[src/hdl/kal_pkg.sv]
`timescale 1ns / 1ps
// Shared types and constants of the keyword-aware lexer.
// No dependencies; used by every module of the block.
package kal_pkg;

  // Width of the internal length counter and position counter
  localparam int unsigned LEN_W = 8;
  localparam int unsigned POS_W = 16;

  // Widths of the result fields on the port
  localparam int unsigned TOKEN_LEN_W = 8;
  localparam int unsigned START_POS_W = 16;

  // Character codes the automaton looks for
  localparam logic [7:0] CH_I     = 8'h69;  // i
  localparam logic [7:0] CH_N     = 8'h6E;  // n
  localparam logic [7:0] CH_T     = 8'h74;  // t
  localparam logic [7:0] CH_PLUS  = 8'h2B;  // +
  localparam logic [7:0] CH_MINUS = 8'h2D;  // -
  localparam logic [7:0] CH_SEMI  = 8'h3B;  // ;
  localparam logic [7:0] CH_EQUAL = 8'h3D;  // =
  localparam logic [7:0] CH_MUL   = 8'h2A;  // *
  localparam logic [7:0] CH_GT    = 8'h3E;  // >
  localparam logic [7:0] CH_LO_A  = 8'h61;
  localparam logic [7:0] CH_LO_Z  = 8'h7A;
  localparam logic [7:0] CH_UP_A  = 8'h41;
  localparam logic [7:0] CH_UP_Z  = 8'h5A;
  localparam logic [7:0] CH_0     = 8'h30;
  localparam logic [7:0] CH_9     = 8'h39;

  // Input command codes
  typedef enum logic {
    CMD_CHAR  = 1'b0,
    CMD_FLUSH = 1'b1
  } cmd_t;

  // Token kinds on the result channel
  typedef enum logic [3:0] {
    KIND_IDENT    = 4'd0,
    KIND_KW_INT   = 4'd1,
    KIND_INTEGER  = 4'd2,
    KIND_PLUS     = 4'd3,
    KIND_MINUS    = 4'd4,
    KIND_SEMI     = 4'd5,
    KIND_EQUAL    = 4'd6,
    KIND_MUL      = 4'd7,
    KIND_GREATER  = 4'd8,
    KIND_GREATER_EQ = 4'd9
  } kind_t;

  // One input item
  typedef struct packed {
    cmd_t       command;
    logic [7:0] char_code;
  } item_t;

  // One result item
  typedef struct packed {
    kind_t                    token_kind;
    logic [TOKEN_LEN_W-1:0]   token_length;
    logic                     length_saturated;
    logic [START_POS_W-1:0]   start_position;
  } token_t;

endpackage

[src/hdl/kal_in_reg.sv]
`timescale 1ns / 1ps
// Lexer input register: one transaction per cycle while empty or drained.
// Depends on kal_pkg for the item type.
module kal_in_reg (
  input  logic           clk,
  input  logic           rst_n,
  input  logic           in_tvalid,
  output logic           in_tready,
  input  kal_pkg::item_t in_item,
  input  logic           advance,
  output logic           item_valid,
  output kal_pkg::item_t item
);

  logic           valid_r;
  logic           valid_nxt;
  kal_pkg::item_t item_r;

  // Take a new transaction when the register is empty or being drained
  assign in_tready = !valid_r || advance;

  always_comb begin
    valid_nxt = valid_r;
    if (in_tready) begin
      valid_nxt = in_tvalid;
    end
  end

  always_ff @(posedge clk) begin
    if (!rst_n) begin
      valid_r <= 1'b0;
    end else begin
      valid_r <= valid_nxt;
    end
  end

  // Hold the payload until it is consumed
  always_ff @(posedge clk) begin
    if (in_tready && in_tvalid) begin
      item_r <= in_item;
    end
  end

  assign item_valid = valid_r;
  assign item       = item_r;

endmodule

[src/hdl/kal_scan.sv]
`timescale 1ns / 1ps
// Token automaton of the lexer: state registers, next-state logic and the
// result register. Depends on kal_pkg for types, codes and widths.
module kal_scan (
  input  logic            clk,
  input  logic            rst_n,
  input  logic            item_valid,
  input  kal_pkg::item_t  item,
  output logic            advance,
  output logic            out_tvalid,
  input  logic            out_tready,
  output kal_pkg::token_t result
);

  localparam int unsigned LW = kal_pkg::LEN_W;
  localparam int unsigned PW = kal_pkg::POS_W;
  localparam int unsigned TW = kal_pkg::TOKEN_LEN_W;
  localparam int unsigned SW = kal_pkg::START_POS_W;

  typedef enum logic [3:0] {
    CLS_IDLE  = 4'd0,
    CLS_IDENT = 4'd1,
    CLS_I1    = 4'd2,
    CLS_I2    = 4'd3,
    CLS_I3    = 4'd4,
    CLS_DIGIT = 4'd5,
    CLS_PLUS  = 4'd6,
    CLS_MINUS = 4'd7,
    CLS_SEMI  = 4'd8,
    CLS_EQUAL = 4'd9,
    CLS_MUL   = 4'd10,
    CLS_GT    = 4'd11,
    CLS_GE    = 4'd12
  } cls_t;

  cls_t            cls_r, cls_nxt;
  logic [LW-1:0]   len_r, len_nxt;
  logic            ovf_r, ovf_nxt;
  logic [PW-1:0]   start_r, start_nxt;
  logic [PW-1:0]   pos_r, pos_nxt;
  logic            out_valid_r, out_valid_nxt;
  kal_pkg::token_t res_r;

  logic            is_letter, is_digit, is_alnum;
  logic            extend;
  logic            emit;
  cls_t            cont_cls;
  cls_t            start_cls;
  kal_pkg::kind_t  open_kind;
  logic [7:0]      c;

  assign c = item.char_code;

  // Classify the character
  always_comb begin
    is_letter = ((c >= kal_pkg::CH_LO_A) && (c <= kal_pkg::CH_LO_Z)) ||
                ((c >= kal_pkg::CH_UP_A) && (c <= kal_pkg::CH_UP_Z));
    is_digit  = (c >= kal_pkg::CH_0) && (c <= kal_pkg::CH_9);
    is_alnum  = is_letter || is_digit;
  end

  // Class a new token opens with
  always_comb begin
    if (c == kal_pkg::CH_I)           start_cls = CLS_I1;
    else if (is_letter)               start_cls = CLS_IDENT;
    else if (is_digit)                start_cls = CLS_DIGIT;
    else if (c == kal_pkg::CH_PLUS)   start_cls = CLS_PLUS;
    else if (c == kal_pkg::CH_MINUS)  start_cls = CLS_MINUS;
    else if (c == kal_pkg::CH_SEMI)   start_cls = CLS_SEMI;
    else if (c == kal_pkg::CH_EQUAL)  start_cls = CLS_EQUAL;
    else if (c == kal_pkg::CH_MUL)    start_cls = CLS_MUL;
    else if (c == kal_pkg::CH_GT)     start_cls = CLS_GT;
    else                              start_cls = CLS_IDLE;
  end

  // Decide whether the character continues the open token
  always_comb begin
    extend   = 1'b0;
    cont_cls = CLS_IDLE;
    unique case (cls_r)
      CLS_IDENT, CLS_I3: begin
        if (is_alnum) begin
          extend = 1'b1; cont_cls = CLS_IDENT;
        end
      end
      CLS_I1: begin
        if (c == kal_pkg::CH_N) begin
          extend = 1'b1; cont_cls = CLS_I2;
        end else if (is_alnum) begin
          extend = 1'b1; cont_cls = CLS_IDENT;
        end
      end
      CLS_I2: begin
        if (c == kal_pkg::CH_T) begin
          extend = 1'b1; cont_cls = CLS_I3;
        end else if (is_alnum) begin
          extend = 1'b1; cont_cls = CLS_IDENT;
        end
      end
      CLS_DIGIT: begin
        if (is_digit) begin
          extend = 1'b1; cont_cls = CLS_DIGIT;
        end
      end
      CLS_GT: begin
        if (c == kal_pkg::CH_EQUAL) begin
          extend = 1'b1; cont_cls = CLS_GE;
        end
      end
      default: begin
        extend = 1'b0;
      end
    endcase
  end

  // Kind reported when the open token closes
  always_comb begin
    unique case (cls_r)
      CLS_I3:    open_kind = kal_pkg::KIND_KW_INT;
      CLS_DIGIT: open_kind = kal_pkg::KIND_INTEGER;
      CLS_PLUS:  open_kind = kal_pkg::KIND_PLUS;
      CLS_MINUS: open_kind = kal_pkg::KIND_MINUS;
      CLS_SEMI:  open_kind = kal_pkg::KIND_SEMI;
      CLS_EQUAL: open_kind = kal_pkg::KIND_EQUAL;
      CLS_MUL:   open_kind = kal_pkg::KIND_MUL;
      CLS_GT:    open_kind = kal_pkg::KIND_GREATER;
      CLS_GE:    open_kind = kal_pkg::KIND_GREATER_EQ;
      default:   open_kind = kal_pkg::KIND_IDENT;
    endcase
  end

  // Consume the item when the result register has room
  assign advance = item_valid && (!out_valid_r || out_tready);

  // Next automaton state
  always_comb begin
    cls_nxt   = cls_r;
    len_nxt   = len_r;
    ovf_nxt   = ovf_r;
    start_nxt = start_r;
    pos_nxt   = pos_r;
    emit      = 1'b0;
    if (advance) begin
      if (item.command == kal_pkg::CMD_FLUSH) begin
        // Flush the open token and clear everything
        emit      = (cls_r != CLS_IDLE);
        cls_nxt   = CLS_IDLE;
        len_nxt   = '0;
        ovf_nxt   = 1'b0;
        start_nxt = '0;
        pos_nxt   = '0;
      end else begin
        pos_nxt = PW'(pos_r + 1'b1);
        if (extend) begin
          cls_nxt = cont_cls;
          if (&len_r) begin
            ovf_nxt = 1'b1;
          end else begin
            len_nxt = LW'(len_r + 1'b1);
          end
        end else begin
          emit    = (cls_r != CLS_IDLE);
          cls_nxt = start_cls;
          ovf_nxt = 1'b0;
          if (start_cls != CLS_IDLE) begin
            len_nxt   = LW'(1);
            start_nxt = pos_r;
          end else begin
            len_nxt   = '0;
            start_nxt = '0;
          end
        end
      end
    end
  end

  // Result register valid: load on emit, drop when taken
  always_comb begin
    out_valid_nxt = out_valid_r;
    if (advance) begin
      out_valid_nxt = emit;
    end else if (out_tready) begin
      out_valid_nxt = 1'b0;
    end
  end

  always_ff @(posedge clk) begin
    if (!rst_n) begin
      cls_r       <= CLS_IDLE;
      len_r       <= '0;
      ovf_r       <= 1'b0;
      start_r     <= '0;
      pos_r       <= '0;
      out_valid_r <= 1'b0;
    end else begin
      cls_r       <= cls_nxt;
      len_r       <= len_nxt;
      ovf_r       <= ovf_nxt;
      start_r     <= start_nxt;
      pos_r       <= pos_nxt;
      out_valid_r <= out_valid_nxt;
    end
  end

  // Capture the closed token
  always_ff @(posedge clk) begin
    if (emit) begin
      res_r.token_kind       <= open_kind;
      res_r.token_length     <= TW'(len_r);
      res_r.length_saturated <= ovf_r;
      res_r.start_position   <= SW'(start_r);
    end
  end

  assign out_tvalid = out_valid_r;
  assign result     = res_r;

endmodule

[src/hdl/keyword_aware_lexer.sv]
`timescale 1ns / 1ps
// Keyword-aware lexer: stream channel in, one token transaction out per
// closed token. Instantiates kal_in_reg and kal_scan; uses kal_pkg.
//
// Usage:
//   The input channel carries one character per transaction (in_tuser = 0,
//   in_tdata = ASCII code) or an end-of-text flush (in_tuser = 1). A token
//   closes when a character cannot continue it, or on flush; the output
//   channel then carries its kind, length, saturation flag and start offset.
//   Throughput is one input transaction per clock while the output is not
//   stalled, set by the single pass through the automaton between the input
//   register and the result register. The transaction that closes a token
//   is held in the input register, and the token is then captured in the
//   result register. Spaces and unknown characters produce no output.
//   While the receiver holds out_tready low with a token pending, the
//   input register fills and in_tready drops; nothing is lost.
//   Reset (rst_n low, synchronous) empties both registers, closes any open
//   token and sets the character position to zero.
module keyword_aware_lexer (
  input  logic        clk,
  input  logic        rst_n,
  input  logic        in_tvalid,
  output logic        in_tready,
  input  logic [7:0]  in_tdata,   // [7:0] char_code
  input  logic        in_tuser,   // [0] command
  output logic        out_tvalid,
  input  logic        out_tready,
  output logic [23:0] out_tdata,  // [7:0] token_length, [23:8] start_position
  output logic [4:0]  out_tuser   // [3:0] token_kind, [4] length_saturated
);

  kal_pkg::item_t  in_item;
  kal_pkg::item_t  item;
  kal_pkg::token_t result;
  logic            item_valid;
  logic            advance;

  // Unpack the input transaction
  assign in_item.command   = kal_pkg::cmd_t'(in_tuser);
  assign in_item.char_code = in_tdata;

  kal_in_reg u_in_reg (
    .clk        (clk),
    .rst_n      (rst_n),
    .in_tvalid  (in_tvalid),
    .in_tready  (in_tready),
    .in_item    (in_item),
    .advance    (advance),
    .item_valid (item_valid),
    .item       (item)
  );

  kal_scan u_scan (
    .clk        (clk),
    .rst_n      (rst_n),
    .item_valid (item_valid),
    .item       (item),
    .advance    (advance),
    .out_tvalid (out_tvalid),
    .out_tready (out_tready),
    .result     (result)
  );

  // Pack the result transaction
  assign out_tdata = {result.start_position, result.token_length};
  assign out_tuser = {result.length_saturated, result.token_kind};

endmodule

[config.mk]
export PLATFORM = sky130hd
export DESIGN_NAME = keyword_aware_lexer
export DESIGN_NICKNAME = d
export VERILOG_FILES = /design/src/hdl/kal_pkg.sv /design/src/hdl/kal_in_reg.sv /design/src/hdl/kal_scan.sv /design/src/hdl/keyword_aware_lexer.sv
export SDC_FILE = /design/constraint.sdc
export NUM_CORES = 1
export LEC_CHECK = 0
export BUFFER_PORTS_ARGS = -buffer_cell sky130_fd_sc_hd__buf_2
export CAP_MARGIN = 20
export CORE_AREA = 3 3 108 110
export DETAILED_ROUTE_END_ITERATION = 7
export DIE_AREA = 0 0 111 113
export HOLD_SLACK_MARGIN = 0.06
export MAX_ROUTING_LAYER = met4
export PLACE_DENSITY = 0.63
export SKIP_LAST_GASP = 1
export SLEW_MARGIN = 20
export SYNTH_ARGS = -nofsm -noshare
export SYNTH_HDL_FRONTEND = slang
export SYNTH_HIERARCHICAL = 1
export SYNTH_SLANG_ARGS = --single-unit
[constraint.sdc]
create_clock -name clk -period 5.55 [get_ports clk]
set_input_delay 1.11 -clock clk [delete_from_list [all_inputs] [get_ports clk]]
set_output_delay 1.11 -clock clk [all_outputs]
set_load 0.01 [all_outputs]
Word level (Yosys, flattened, before mapping)
Memories as Yosys holds them, arrays and structs flattened. A register that Yosys moved wholly into a read port is not among the register bits.
Index checks and enable logic that the tools add are counted.
Word-level totals
  register bits after elaboration: 81
  ROM bits: 64
  input port bits: 13
  output and inout port bits: 31
  word-level logic and storage cells: 97
  memories kept: 1
Cells by class
  $add $sub $neg: 2
  $lt $le $gt $ge: 6
  eq/ne operators: 18
  mux-type cells: 39
  reduce and logical (&&, ||, !) cells: 19
Memory list
  (no name shown): depth 16, width 4, read ports 1, clocked after Yosys merged registers in 1, write ports 0, line kal_scan.sv:118  | unique case (cls_r)
Operator list (count)
  2-to-1 mux 16 bit: 4
  2-to-1 mux 4 bit: 14
  equality test 8 x 6 -> 1 bit (second input constant): 6
  equality test 8 x 7 -> 1 bit (second input constant): 3
  2-to-1 mux 8 bit: 3
  case mux 4 bit (5 select lines): 1
  adder 16 x 1 -> 16 bit (second input constant): 1
  greater-or-equal comparator 8 x 7 -> 1 bit (second input constant): 2
  less-or-equal comparator 8 x 7 -> 1 bit (second input constant): 2
  2-to-1 mux 1 bit: 15
  adder 8 x 1 -> 8 bit (second input constant): 1
  equality test 4 x 2 -> 1 bit (second input constant): 2
  equality test 4 x 3 -> 1 bit (second input constant): 2
  greater-or-equal comparator 8 x 6 -> 1 bit (second input constant): 1
  less-or-equal comparator 8 x 6 -> 1 bit (second input constant): 1
  AND reduction 8 bit: 1
  nonzero test 4 bit: 2
  inequality test 3 bit (second input constant): 2
  AND reduction 2 bit: 3
  logical AND 1 bit: 5
  case mux 1 bit (5 select lines): 1
  equality test 4 x 1 -> 1 bit (second input constant): 1
  equality test 4 bit (second input constant): 1
  logical OR 1 bit: 4
  other kinds (5): 6

Depth between registers and ports, before layout
  word-level depth: 14
  mapped depth: 7

Modules after synthesis
The synthesis kept the hierarchy.
Modules (own cells, without submodules)
  kal_scan: instances 1, cells each 320, area each 3415.8 µm², seq. area each 1791.7 µm²
  kal_in_reg: instances 1, cells each 14, area each 327.8 µm², seq. area each 290.3 µm²

Worst setup path after synthesis
No wires, ideal clock.
  kind: input-to-reg
  start: in out_tready
  end: reg u_scan.res_r, in the netlist u_scan/result[0], enable pin
  setup time: 0.458 ns
  arrival: 3.917 ns
  required time: 5.092 ns
  path slack: 1.175 ns
  cell stages on the path: 5
  path buffers: 2
  cell sequence: nand2b_1 > nand2_1 > clkbuf_1 > clkbuf_1 > nor3b_1
On the way
  longest elaborated chain between the ends: 3
Ends and longest elaborated chain
  start, declared: line keyword_aware_lexer.sv:27  | input logic out_tready,
  logical OR 1 bit: line kal_scan.sv:133  | assign advance = item_valid && (!out_valid_r || out_tready);
  logical AND 1 bit: line kal_scan.sv:133
  2-to-1 mux 1 bit: line kal_scan.sv:143  | if (advance) begin
  named net u_scan.emit: line kal_scan.sv:46  | logic emit;
  end, declared: line kal_scan.sv:42  | kal_pkg::token_t res_r;
The timed path passes the listed nets, and every way through them passes these cells.
A chain may end at the register's enable or synchronous reset.

Worst setup path after layout
  start: in out_tready
  end: out in_tready
On the way
  longest elaborated chain between the ends: 3
Ends and longest elaborated chain
  logical OR 1 bit: line kal_scan.sv:133
  logical AND 1 bit: line kal_scan.sv:133
  named net advance: line keyword_aware_lexer.sv:36  | logic advance;
  logical OR 1 bit: line kal_in_reg.sv:20  | assign in_tready = !valid_r || advance;
  end, declared: line keyword_aware_lexer.sv:23  | output logic in_tready,
The timed path passes the listed nets, and every way through them passes these cells.

==> flow_summary.toml <==
[setup_path]
start_kind = "input port"
end_kind = "output port"
r2r-start = "u_scan/cls_r[0]"
cp_max_fo = 21
r2r-end = "u_scan/result[13]"
slowest_delay_ps = 530
endpoint = "in_tready"
crit_chain = "buf_2, nand2b_1, nand2_1, clkinv_1, nand2b_4, buf_2"
ff2ff_path_depth = 7
path_class = "in2out"
arrival_ps = 2790
cp_slowest_cell = "nand2_1"
crit_top_cell = "buf_2"
cp-startpoint = "out_tready"
r2r_slack_ps = 2740
required_ps = 4440

[die]
initial_core_util_pct = 34.7
rows = 38
dieWidth_um = 111
core-area_um2 = 10800
dieHeight_um = 113
pin_count = 44
die_area_um2 = 12500

[clock_tree]
cts_buffer_depth = 2
htreeDepth = 3
ctsHoldBuffers = 0
clock-root-buffer = "clkbuf_8"
clk_latency_ps = 350
cts_resized = 0
cts.reportedPaths.clkPinSlew_ps = 90
numClockSinks = 85
postCtsSetupBuffers = 0
cts_buffers = 9
cts_tree = "yes"

[logic_synthesis]
yosys_most_used_dff = "dfxtp_1"
synth-edff-count = 38
synthDistinctLibCells = 57
synth_area_per_cell_um2 = 11.2
yosys_register_bits = 85
synth_cells = 334
ys_warn_count = 6
async_flop_share_pct = 0
synth_nets = 353
synth_seq_area_share_pct = 55.6
synth_area_um2 = 3740

[sta]
maxSlewHeadroom_pct = 37.6
hold_viol_final = 0
rsz0062_at_grt = "false"
fin_crit_ps = 3900
worst_pin_slew_ps = 936
tns_ps = 0
max_freq_mhz = 256
setup-violations-final = 0
fin_skew_ps = 8.98
maxSlewViolCount = 0
timing.final.crit_share_pct = 70.3

[detailed_routing]
viasPerCell = 5.14
dr.pass1.iters = 4
drtAntennaViolNets = 0
drtIter0Drc = 121
vias = 2672
wl_um = 7540
drc = 0
wl_per_cell_um = 14.5

[grt]
grt_pass1_vias = 2566
grt_max_degree = 30
overflow = 0
grt.total_usage_pct = 12.9
grt_pass1_wl_um = 12600
antenna_found_initial = 0

[finish]
drive_above_1_share_pct = 18.7
diodes = 0
fillers = 1038
final_cells = 520
area_delta_synth_final_pct = 14.4
nets = 394

[placed_design]
dp.cells = 504
finalWeightedCongestion = 0.863
io_buffers = 43
hpwl_um = 5260

[outcome]
status = "finished, final reports clean"

[power]
cellLeakagePower_nw = 1.50
cellPowerDensity_nw_per_um2 = 284
max-vdd-ir-drop_mv = 0.106

[hold_path]
hold_class = "reg2reg"

[run]
max_cap_violations = 0
[synthesized netlist by cell type (8+ instances only)]
master    count  area, um^2
o21ai_0       8        40.0
inv_1        11        41.3
and3_1        8        50.1
xor2_1       13         114
nand2_1      22        82.6
nor2_1       20        75.1
nand4_1      10        62.6
a22o_1       17         149
edfxtp_1     38        1140
a21oi_1      12        60.1
clkbuf_1      8        30.0
dfxtp_1      47         941
nand3_1      12        60.1
[state kept, by name (all words and copies together) (netlist names)]
name and cells:
u_scan/out_tvalid 1, u_scan/start_r 16, u_in_reg/item_valid 1, u_scan/result 29
u_scan/pos_r 16, u_scan/ovf_r 1, u_scan/len_r 8, u_scan/cls_r 4
u_in_reg/item 9
[worst min-delay path by stage]
stage | to | from | slack, ps | cells past startpoint
3_3_place_gp | u_scan/result[1] | u_scan/start_r[1] | 420 | 0
4_1_cts | u_scan/result[3] | u_scan/start_r[3] | 450 | 0
3_5_place_dp | u_scan/result[12] | u_scan/start_r[12] | 430 | 0
6_report | u_scan/result[3] | u_scan/start_r[3] | 440 | 0
2_1_floorplan | u_scan/result[0] | u_scan/start_r[0] | 410 | 0
5_1_grt | u_scan/result[6] | u_scan/start_r[6] | 450 | 0
[critical path, delay by kind of cell]
kind	cells	cell delay (ps)
buffers and inverters	3	680
AND/OR/NAND/NOR	3	1000
[per-stage QoR]
stage | cell area (um^2) | hold WS [ps] | total power (W) | worst slack (ps) | util (%)
final | 4280 | 441 | 0.00121 | 1650 | 39.7
after global routing | 4280 | 453 | 0.00127 | 1500 | 39.7
after CTS | 4280 | 445 | 0.00123 | 1640 | 39.7
after detailed placement | 4060 | 427 | 0.000743 | 1650 | 37.6
after global placement | 4060 | 422 | 0.000741 | 1710 | 37.6
after floorplan | 3740 | 409 | 0.000726 | 1180 | -
[routing by layer]
metal / vias to the layer above / global-route usage (%) / share of wire [%]
met5: - / - / 0
met4: 0 / 4.52 / 1.2
met3: 8 / 3.80 / 5.1
met2: 72 / 20.1 / 47
met1: 1259 / 16.1 / 47
li1: 1333 / - / -
[area by class of cell]
class	instances	area (um^2)	area share, %
tap	140	175	4.09
inverter	12	45.0	1.05
clock buffer	10	128	2.98
clock inverter	6	96.3	2.25
multi-input combinational	221	1520	35.5
sequential	85	2080	48.6
timing repair buffer	46	238	5.55
[cells by family after synthesis]
kind of cell,count (synthesis),synth area share (%)
AOI/OAI and AO/OA,78,16.3
xor gates and xnor gates,14,3.28
adders and majority gates,6,2.01
buffers and inverters,28,3.91
DFF,85,55.6
muxes,3,0.869
and+or+nand+nor,120,18.0
[report_power, final]
group,total (W),switching [W],leakage (nW),internal (W)
Sequential,0.000672,0.0000126,0.691,0.000659
Combinational,0.0000563,0.0000350,0.704,0.0000213
Clock,0.000487,0.000228,0.109,0.000259
[cell usage in the layout (no fill, tap or decap), types with 9 or more instances in the layout]
master and count:
edfxtp_1 38, dfxtp_1 47, nand2_1 22, nand4_1 10, buf_2 43, clkbuf_8 9, nand3_1 12, xor2_1 13
a21oi_1 12, inv_1 11, a22o_1 17, nor2_1 20
(Power assumes the default switching activity.)
